## config.mk

```make
export PLATFORM = sky130hd
export DESIGN_NAME = xor_checked_frame_deframer
export DESIGN_NICKNAME = d
export VERILOG_FILES = /design/src/xcfd_pkg.sv /design/src/xcfd_in_stage.sv /design/src/xcfd_parser.sv /design/src/xcfd_out_stage.sv /design/src/xor_checked_frame_deframer.sv
export SDC_FILE = /design/constraint.sdc
export NUM_CORES = 1
export LEC_CHECK = 0
export BUFFER_PORTS_ARGS = -buffer_cell sky130_fd_sc_hd__clkbuf_2
export CAP_MARGIN = 10
export CORE_ASPECT_RATIO = 1.2
export CORE_MARGIN = 2
export CORE_UTILIZATION = 66
export DETAILED_ROUTE_END_ITERATION = 10
export PLACE_DENSITY = 0.86
export SLEW_MARGIN = 5
export SYNTH_ARGS = -nofsm -noshare
export SYNTH_HDL_FRONTEND = slang
export SYNTH_SLANG_ARGS = --single-unit
```

## constraint.sdc

```tcl
create_clock -name clk -period 8.4 [get_ports clk]
set_clock_uncertainty 0.2 [all_clocks]
set_input_delay 1.68 -clock clk [delete_from_list [all_inputs] [get_ports clk]]
set_output_delay 1.68 -clock clk [all_outputs]
set_load 0.05 [all_outputs]
```

## src/xcfd_pkg.sv

```systemverilog
// Shared types and codes for the frame deframer.
package xcfd_pkg;

	typedef enum logic [1:0] {
		KIND_DATA = 2'd0,
		KIND_GOOD = 2'd1,
		KIND_BAD  = 2'd2
	} kind_t;

	localparam int unsigned MARK_W   = 16;
	localparam int unsigned BYTE_W   = 8;
	localparam int unsigned LEN_W    = 32;
	localparam int unsigned HDR_LAST = 4;

	typedef struct packed {
		logic              valid;
		kind_t             kind;
		logic [BYTE_W-1:0] command;
		logic [BYTE_W-1:0] data_byte;
		logic              last;
	} res_t;

endpackage

```

## src/xcfd_in_stage.sv

```systemverilog
// Input register stage: captures one received byte per beat.
module xcfd_in_stage import xcfd_pkg::*; (
	input  logic              clk,
	input  logic              arst_n,
	input  logic              s_tvalid,
	output logic              s_tready,
	input  logic [BYTE_W-1:0] s_tdata,
	input  logic              advance,
	output logic              valid_s1,
	output logic [BYTE_W-1:0] byte_s1
);

	assign s_tready = !valid_s1 || advance;

	always_ff @(posedge clk or negedge arst_n) begin
		if (!arst_n) begin
			valid_s1 <= 1'b0;
		end else if (s_tready) begin
			valid_s1 <= s_tvalid;
		end
	end

	always_ff @(posedge clk) begin
		if (s_tvalid && s_tready) begin
			byte_s1 <= s_tdata;
		end
	end

endmodule

```

## src/xcfd_parser.sv

```systemverilog
// Frame parser: mark hunt, header, payload and checksum state machine.
module xcfd_parser import xcfd_pkg::*; (
	input  logic              clk,
	input  logic              arst_n,
	input  logic              step,
	input  logic [BYTE_W-1:0] rx_byte,
	input  logic [MARK_W-1:0] start_mark,
	output res_t              res
);

	typedef enum logic [2:0] {
		HUNT_EMPTY = 3'd0,
		HUNT_HELD  = 3'd1,
		HEADER     = 3'd2,
		PAYLOAD    = 3'd3,
		CHECK_HI   = 3'd4,
		CHECK_LO   = 3'd5
	} phase_t;

	phase_t            phase_q, phase_d;
	logic [BYTE_W-1:0] prev_q, prev_d;
	logic [2:0]        hidx_q, hidx_d;
	logic [BYTE_W-1:0] cmd_q, cmd_d;
	logic [LEN_W-1:0]  rem_q, rem_d;
	logic [BYTE_W-1:0] xor_q, xor_d;
	logic [BYTE_W-1:0] chk_q, chk_d;
	res_t              res_c;

	always_comb begin
		phase_d = phase_q;
		prev_d  = prev_q;
		hidx_d  = hidx_q;
		cmd_d   = cmd_q;
		rem_d   = rem_q;
		xor_d   = xor_q;
		chk_d   = chk_q;
		res_c   = '{valid: 1'b0, kind: KIND_DATA, command: cmd_q,
			data_byte: '0, last: 1'b0};
		unique case (phase_q)
			HUNT_EMPTY: begin
				prev_d  = rx_byte;
				phase_d = HUNT_HELD;
			end
			HUNT_HELD: begin
				if ({prev_q, rx_byte} == start_mark) begin
					xor_d   = prev_q ^ rx_byte;
					hidx_d  = '0;
					rem_d   = '0;
					phase_d = HEADER;
				end else begin
					prev_d = rx_byte;
				end
			end
			HEADER: begin
				xor_d = xor_q ^ rx_byte;
				if (hidx_q == '0) begin
					cmd_d = rx_byte;
				end else begin
					rem_d = {rem_q[LEN_W-BYTE_W-1:0], rx_byte};
				end
				if (hidx_q == 3'(HDR_LAST)) begin
					hidx_d  = '0;
					phase_d = (rem_d != '0) ? PAYLOAD : CHECK_HI;
				end else begin
					hidx_d = hidx_q + 3'd1;
				end
			end
			PAYLOAD: begin
				xor_d = xor_q ^ rx_byte;
				rem_d = rem_q - LEN_W'(1);
				if (rem_q == LEN_W'(1)) begin
					phase_d = CHECK_HI;
				end
				res_c.valid     = 1'b1;
				res_c.kind      = KIND_DATA;
				res_c.data_byte = rx_byte;
			end
			CHECK_HI: begin
				chk_d   = rx_byte;
				phase_d = CHECK_LO;
			end
			CHECK_LO: begin
				res_c.valid = 1'b1;
				res_c.last  = 1'b1;
				res_c.kind  = ((chk_q == '0) && (rx_byte == xor_q)) ? KIND_GOOD : KIND_BAD;
				phase_d = HUNT_EMPTY;
				prev_d  = '0;
				hidx_d  = '0;
				rem_d   = '0;
				xor_d   = '0;
				chk_d   = '0;
			end
			default: begin
				prev_d  = rx_byte;
				phase_d = HUNT_HELD;
			end
		endcase
	end

	assign res = step ? res_c : '0;

	always_ff @(posedge clk or negedge arst_n) begin
		if (!arst_n) begin
			phase_q <= HUNT_EMPTY;
			prev_q  <= '0;
			hidx_q  <= '0;
			cmd_q   <= '0;
			rem_q   <= '0;
			xor_q   <= '0;
			chk_q   <= '0;
		end else if (step) begin
			phase_q <= phase_d;
			prev_q  <= prev_d;
			hidx_q  <= hidx_d;
			cmd_q   <= cmd_d;
			rem_q   <= rem_d;
			xor_q   <= xor_d;
			chk_q   <= chk_d;
		end
	end

endmodule

```

## src/xcfd_out_stage.sv

```systemverilog
// Result register stage driving the master-side stream.
module xcfd_out_stage import xcfd_pkg::*; (
	input  logic                clk,
	input  logic                arst_n,
	input  res_t                res,
	output logic                ready,
	output logic                m_tvalid,
	input  logic                m_tready,
	output logic [2*BYTE_W-1:0] m_tdata,
	output logic [1:0]          m_tuser,
	output logic                m_tlast
);

	logic              valid_q;
	kind_t             kind_q;
	logic [BYTE_W-1:0] cmd_q;
	logic [BYTE_W-1:0] data_q;
	logic              last_q;

	assign ready = !valid_q || m_tready;

	always_ff @(posedge clk or negedge arst_n) begin
		if (!arst_n) begin
			valid_q <= 1'b0;
		end else if (ready) begin
			valid_q <= res.valid;
		end
	end

	always_ff @(posedge clk) begin
		if (ready && res.valid) begin
			kind_q <= res.kind;
			cmd_q  <= res.command;
			data_q <= res.data_byte;
			last_q <= res.last;
		end
	end

	assign m_tvalid = valid_q;
	assign m_tdata  = {data_q, cmd_q};
	assign m_tuser  = kind_q;
	assign m_tlast  = last_q;

endmodule

```

## src/xor_checked_frame_deframer.sv

```systemverilog
// Top level of the XOR-checked frame deframer.
// Takes one received byte per beat, sustained at one byte per clock while the master side
// takes its results; each byte passes an input register, the combinational parser logic
// and the result register, from which a payload byte or verdict reaches the master side.
// s_tready falls only while a result sits in the output register unclaimed. The
// start mark is written on cfg_we and is compared whenever the parser hunts for a mark.
module xor_checked_frame_deframer import xcfd_pkg::*; (
	input  logic                clk,
	input  logic                arst_n,
	input  logic                cfg_we,
	input  logic [MARK_W-1:0]   cfg_wdata,  // start_mark
	input  logic                s_tvalid,
	output logic                s_tready,
	input  logic [BYTE_W-1:0]   s_tdata,    // [7:0] rx_byte
	output logic                m_tvalid,
	input  logic                m_tready,
	output logic [2*BYTE_W-1:0] m_tdata,    // [7:0] command, [15:8] data_byte
	output logic [1:0]          m_tuser,    // [1:0] kind
	output logic                m_tlast     // last
);

	logic [MARK_W-1:0] start_mark_q;
	logic              advance;
	logic              valid_s1;
	logic [BYTE_W-1:0] byte_s1;
	res_t              res;

	always_ff @(posedge clk or negedge arst_n) begin
		if (!arst_n) begin
			start_mark_q <= '0;
		end else if (cfg_we) begin
			start_mark_q <= cfg_wdata;
		end
	end

	xcfd_in_stage u_in (
		.clk      (clk),
		.arst_n   (arst_n),
		.s_tvalid (s_tvalid),
		.s_tready (s_tready),
		.s_tdata  (s_tdata),
		.advance  (advance),
		.valid_s1 (valid_s1),
		.byte_s1  (byte_s1)
	);

	xcfd_parser u_parser (
		.clk        (clk),
		.arst_n     (arst_n),
		.step       (valid_s1 && advance),
		.rx_byte    (byte_s1),
		.start_mark (start_mark_q),
		.res        (res)
	);

	xcfd_out_stage u_out (
		.clk      (clk),
		.arst_n   (arst_n),
		.res      (res),
		.ready    (advance),
		.m_tvalid (m_tvalid),
		.m_tready (m_tready),
		.m_tdata  (m_tdata),
		.m_tuser  (m_tuser),
		.m_tlast  (m_tlast)
	);

endmodule

```

==> results of run 1 <==
metal layers:
layer | GRT usage (%) | wire length (microns) | vias up | share of wire, %
li1 | - | - | 2790 | -
met1 | 42.18 | 6647 | 2945 | 36
met2 | 55.28 | 8854 | 456 | 48
met3 | 9.436 | 1848 | 114 | 10
met4 | 21.97 | 1092 | 0 | 5.9
met5 | 0 | 0 | - | 0
tightest hold or removal path: cells and delay by family, from the launching register on:
family | cells | cell delay [ns]
DFF | 1 | 0.34
and+or+nand+nor | 2 | 0.10
path summary, 6_finish.rpt:
kind	to	slack, ns	startpoint	cells after the start
max	s_tready	4.30	m_tready	3
min	u_parser.chk_q[3]	0.27	u_parser.chk_q[3]	2
max reg2reg	u_parser.rem_q[14]	4.99	u_parser.phase_q[1]	6
min reg2reg	u_parser.chk_q[3]	0.27	u_parser.chk_q[3]	2
max in group asynchronous	u_parser.cmd_q[3]	5.99	arst_n	1
min in group asynchronous	start_mark_q[10]	1.26	arst_n	1
area by class of cell:
class                      instances  area share, %
clock inverter                     6         0.4041
timing repair buffer              56          4.041
sequential                       115          40.55
inverter                          10         0.5051
multi-input combinational        570          45.80
tap                              126          2.122
clock buffer                      26          6.584
Yosys cell counts, types with 10 or more instances:
library cell	n	share of area, %
nor4_1	14	1.3
inv_1	10	0.56
and3_1	21	1.9
clkbuf_1	45	2.5
o21ai_0	63	4.7
a21oi_1	86	6.4
nor3_1	22	1.6
nand3_1	17	1.3
nand2_1	92	5.1
o31ai_1	11	1.2
buf_2	14	1.0
dfrtp_1	88	33
edfxtp_1	27	12
xnor2_1	22	2.9
a22oi_1	19	2.1
nor2_1	45	2.5
mux2_2	24	4.0
a31oi_1	17	1.6
o21ai_1	19	1.4
state kept, by name, indices dropped and copies added (netlist names):
name,flops
u_out.m_tvalid,1
u_out.data_q,8
start_mark_q,16
u_in.valid_s1,1
u_parser.prev_q,8
u_parser.hidx_q,3
u_parser.xor_q,8
u_parser.cmd_q,8
u_parser.phase_q,3
u_parser.rem_q,32
u_parser.chk_q,8
u_out.m_tuser,2
u_out.cmd_q,8
u_out.m_tlast,1
u_in.byte_s1,8
kinds of logic after synthesis:
logic type               Yosys count
AO/OA/AOI/OAI                    260
AND/OR/NAND/NOR                  254
flip-flops                       115
buffers and inverters             82
XOR/XNOR                          26
multiplexers                      26
adder cells (fa/ha/maj)            4
placed cells by master (no fill, tap or decap), types with 10 or more instances in the layout:
cell	netlist	layout
edfxtp_1	27	27
inv_1	10	10
dfrtp_1	88	88
o21ai_1	19	20
clkbuf_2	5	48
nand2_1	92	92
nor2_1	45	45
nor3_1	22	22
mux2_2	24	24
a22oi_1	19	19
a31oi_1	17	17
o21ai_0	63	62
nor4_1	14	14
and3_1	21	21
clkbuf_16	0	17
xnor2_1	22	22
nand3_1	17	17
o31ai_1	11	11
a21oi_1	86	86
report_power, final:
group	internal, mW	switching (mW)	leakage (nW)
logic	0.259	0.447	1.42
clock network	0.396	0.237	0.262
registers	0.690	0.176	1.34
metrics by stage:
step                hold slack [ns]  instance area [sq um]  util, %  power [mW]
finish                       0.2696                   7431    74.24       2.205
global route                 0.3007                   7431    74.24       2.311
CTS                          0.2735                   7431    74.24       2.177
detailed placement           0.2629                   6912    69.05       1.542
global placement             0.2515                   6912    69.05       1.507
floorplan                    0.2391                   6755        -       1.357
==> flow_metrics.tcl, run 1 <==
set metrics [dict create \
    synth-warning-count 0 \
    wirelength_mm 18.44 \
    numCtsBuffers 17 \
    via_per_inst 6.936 \
    synthAdderAreaFrac_pct 0.7409 \
    tightest_slew_ns 1.123 \
    worst_path_most_repeated_cell "clkbuf_2" \
    clkLatencyLatePin_ns 0.42 \
    num_rows 40 \
    grt_max_degree 89 \
    ant_nets 0 \
    synthDistinctLibCells 61 \
    vias 6305 \
    synth_ff_type "dfrtp_1" \
    synth_edf_count 27 \
    dr.pass1.iters 6 \
    cts_tree "yes" \
    powerDensity_nw_per_um2 296.8 \
    status "completed" \
    dieArea_sq_um 11060 \
    dp_hpwl_mm 11.57 \
    maxSlewViolCount 0 \
    grt_antenna_before_repair 0 \
    worst_setup_path_start_kind "primary input" \
    seqCellArea_sq_um 3013 \
    cts_sinks 115 \
    dp_slack_ns 4.001 \
    multi_input_area_sq_um 3403 \
    h-tree-depth 4 \
    synthToLayoutAreaGrowth_pct 10.00 \
    port_buffers 49 \
    die_y_microns 114.8 \
    path_cells "clkbuf_2 > nand3b_1 > clkbuf_2" \
    fill_cells 708 \
    path_class "in2out" \
    n_antenna_cell 0 \
    fmax_mhz 243.7 \
    p_leak_nw 3.026 \
    path_clk_slew_ns 0.05 \
    grt_overflow 0 \
    syn_nets 800 \
    setup_ws_ns 4.297 \
    async_reset_ff_share_pct 76.52 \
    synth_mux_area_share_pct 4.297 \
    clockBufferDepth 2 \
    synth-simple-area-share_pct 18.87 \
    critPathTopFamily "buffers and inverters" \
    synth_compound_area_share_pct 22.93 \
    syn-cell-area_sq_um 6755 \
    drt_iter0_drc 658 \
    die_w_microns 96.36 \
    post_cts_buffers 0 \
    arrival_ns 2.22 \
    finalHoldViolCount 0 \
    seq_area_frac_synth_pct 44.60 \
    worstPathMaxFanout 3 \
    grt_pass1_vias 6132 \
    synth_top_family_by_area "compound AO/OA/AOI/OAI gates" \
    final_nets 803 \
    required_ns 6.52 \
    core_sq_um 10010 \
    final_cells 909 \
    start_util_pct 67.49 \
    synth-xor-area-share_pct 3.371 \
    fin_setup_tns_ns 0 \
    endpoint_kind "output port" \
    setup_viol 0 \
    boundaryPins 50 \
    cts_hold_buf 0 \
    wl_per_cell_microns 20.29 \
    drive_gt1_share_pct 15.20 \
    hp-class "reg2reg" \
    min_period_over_period_pct 48.84 \
    syn_inst 767 \
    cap_viol_max_count 0 \
    synth_seq_cells 115 \
    critPathBufInv 2 \
    slowest_stage "clkbuf_2" \
    synth_area_per_cell_sq_um 8.807 \
    cts-root-buf "clkbuf_16" \
    grt_pass1_wl_mm 29.67 \
    grtUsageTotal_pct 34.98 \
    cpPeakStageDelay_ns 0.27 \
    vdd_drop_max_v 0.0002405 \
    place_inst 877 \
    drcViolationCount 0 \
    relSlewSlack_pct 25.13 \
    gp_congestion 0.9385 \
    ctsResizeCount 0 \
    min_period_ns 4.103 \
    rsz0062_at_grt "no" \
]
Power figures use the tool's default switching activity.
==> run 2, diff against run 1 <==
Settings changed: CORE_UTILIZATION 66 to 55, PLACE_DENSITY 0.86 to 0.77.
Clock period 8.4 ns to 3.7 ns, I/O delays scaled along.
==> flow_metrics.tcl, run 2 (synthesized netlist as in run 1, its figures left out) <==
set metrics [dict create \
    cts_sinks 115 \
    p_int_mw 3.450 \
    drive_gt1_share_pct 17.96 \
    grt_max_degree 47 \
    ant_nets 0 \
    cts_tree "yes" \
    vias 6227 \
    setup_viol 0 \
    drcViolationCount 0 \
    h-tree-depth 4 \
    gp_congestion 0.9705 \
    dr.pass1.iters 6 \
    dieArea_sq_um 13190 \
    r2r_slack_ns 0.82 \
    critPathBufInv 1 \
    vdd_drop_max_v 0.0003790 \
    worstPathMaxFanout 30 \
    clkLatencyLatePin_ns 0.42 \
    grt_pass1_vias 6036 \
    wl_met3_mm 1.386 \
    endpoint_kind "flip-flop" \
    cts-root-buf "clkbuf_16" \
    p_leak_nw 3.178 \
    drt_iter0_drc 759 \
    top_layer_used "met4" \
    synthToLayoutAreaGrowth_pct 15.10 \
    power_frac_seq_pct 35.4 \
    arrival_ns 2.99 \
    grtUsageTotal_pct 29.66 \
    top_register "u_parser.rem_q" \
    num_rows 44 \
    multi_input_area_sq_um 3403 \
    finalHoldViolCount 0 \
    die_w_microns 105.2 \
    n_antenna_cell 0 \
    netSwitchingFraction_pct 37.27 \
    cap_viol_max_count 0 \
    seqCellArea_sq_um 3013 \
    critPathTopFamily "compound AO/OA/AOI/OAI gates" \
    path_cells "xnor2_1 > nand4_1 > nor4_4 > o31ai_4 > buf_4 > a21oi_1 > o22a_1" \
    status "completed" \
    drt-met1-wl_mm 7.430 \
    post_cts_buffers 0 \
    start_util_pct 56.03 \
    port_buffers 49 \
    cpPeakStageDelay_ns 0.93 \
    final_common_cell "nand2_1" \
    core_sq_um 12060 \
    path_clk_slew_ns 0.06 \
    wl_per_cell_microns 19.56 \
    maxSlewViolCount 0 \
    ff2ff_path_depth 7 \
    tightest_slew_ns 1.176 \
    grt_pass1_wl_mm 30.97 \
    whs_ns 0.1330 \
    met2WireLength_mm 9.257 \
    wirelength_mm 18.84 \
    power_mw 5.500 \
    path_class "reg2reg" \
    hp-class "in2async" \
    powerDensity_nw_per_um2 707.4 \
    final_nets 822 \
    fin_setup_tns_ns 0 \
    largest_register_ffs 32 \
    fmax_mhz 347.4 \
    clockBufferDepth 2 \
    cp_num_cells 7 \
    fill_cells 956 \
    reg_top3 "u_parser.rem_q x32, start_mark_q x16" \
    worst_setup_path_start_kind "flip-flop" \
    via_per_inst 6.466 \
    grt_antenna_before_repair 0 \
    min_period_ns 2.878 \
    relSlewSlack_pct 21.59 \
    min_period_over_period_pct 77.79 \
    cts_hold_buf 0 \
    numCtsBuffers 17 \
    comb_power_share_pct 30.2 \
    layout.cells.most_common_list "nand2_1 (92), dfrtp_1 (88), a21oi_1 (86)" \
    dp_hpwl_mm 12.34 \
    p_sw_mw 2.050 \
    fin_util_pct 64.49 \
    power.share.clock_pct 34.4 \
    rsz0062_at_grt "no" \
    die_y_microns 125.4 \
    ctsResizeCount 0 \
    boundaryPins 50 \
    slowest_stage "o31ai_4" \
    required_ns 3.81 \
    grt_overflow 0 \
]
[run 2: cell type report]
cell class / count / share of cell area [%]
inverter: 10 / 0.4828
multi-input combinational: 570 / 43.77
timing repair buffer: 75 / 5.697
clock inverter: 15 / 3.235
tap: 161 / 2.591
sequential: 115 / 38.75
clock buffer: 17 / 5.472
[run 2: through the flow]
stage	instances	area [sq um]	worst slack [ns]
4_1_cts	963	7775	0.8340
5_1_grt	963	7775	0.6928
3_5_place_dp	931	7098	0.6174
3_3_place_gp	931	7098	0.8327
2_1_floorplan	767	6755	0.5702
6_report	963	7775	0.8217
[run 2: final timing paths]
check                                   start                 end
setup / recovery           u_parser.prev_q[1]  u_parser.rem_q[20]
min in group clk            u_parser.chk_q[1]   u_parser.chk_q[1]
hold reg to reg             u_parser.chk_q[1]   u_parser.chk_q[1]
max in group asynchronous              arst_n  u_parser.rem_q[28]
hold / removal                         arst_n     start_mark_q[7]
setup reg to reg           u_parser.prev_q[1]  u_parser.rem_q[20]
[run 2: worst register-to-register path: stages (launching register included)]
cell     delay (ns)
dfrtp_1        0.47
xnor2_1        0.19
nand4_1        0.19
nor4_4         0.10
o31ai_4        0.93
buf_4          0.42
a21oi_1        0.07
o22a_1         0.20
[run 2: routing by layer]
| layer | up-vias | global-route usage (%) |
|---|---|---|
| met4 | 0 | 14.51 |
| li1 | 2839 | - |
| met1 | 2960 | 38.17 |
| met5 | - | 0 |
| met2 | 353 | 48.59 |
| met3 | 75 | 5.005 |
[run 2: power by group through the flow]
stage | Clock [mW] | Sequential [mW] | Combinational (mW)
2_1_floorplan | 0 | 1.76 | 1.33
3_3_place_gp | 0 | 1.93 | 1.55
3_5_place_dp | 0 | 1.94 | 1.60
4_1_cts | 1.90 | 1.93 | 1.62
5_1_grt | 1.97 | 1.98 | 1.83
6_report | 1.89 | 1.95 | 1.66
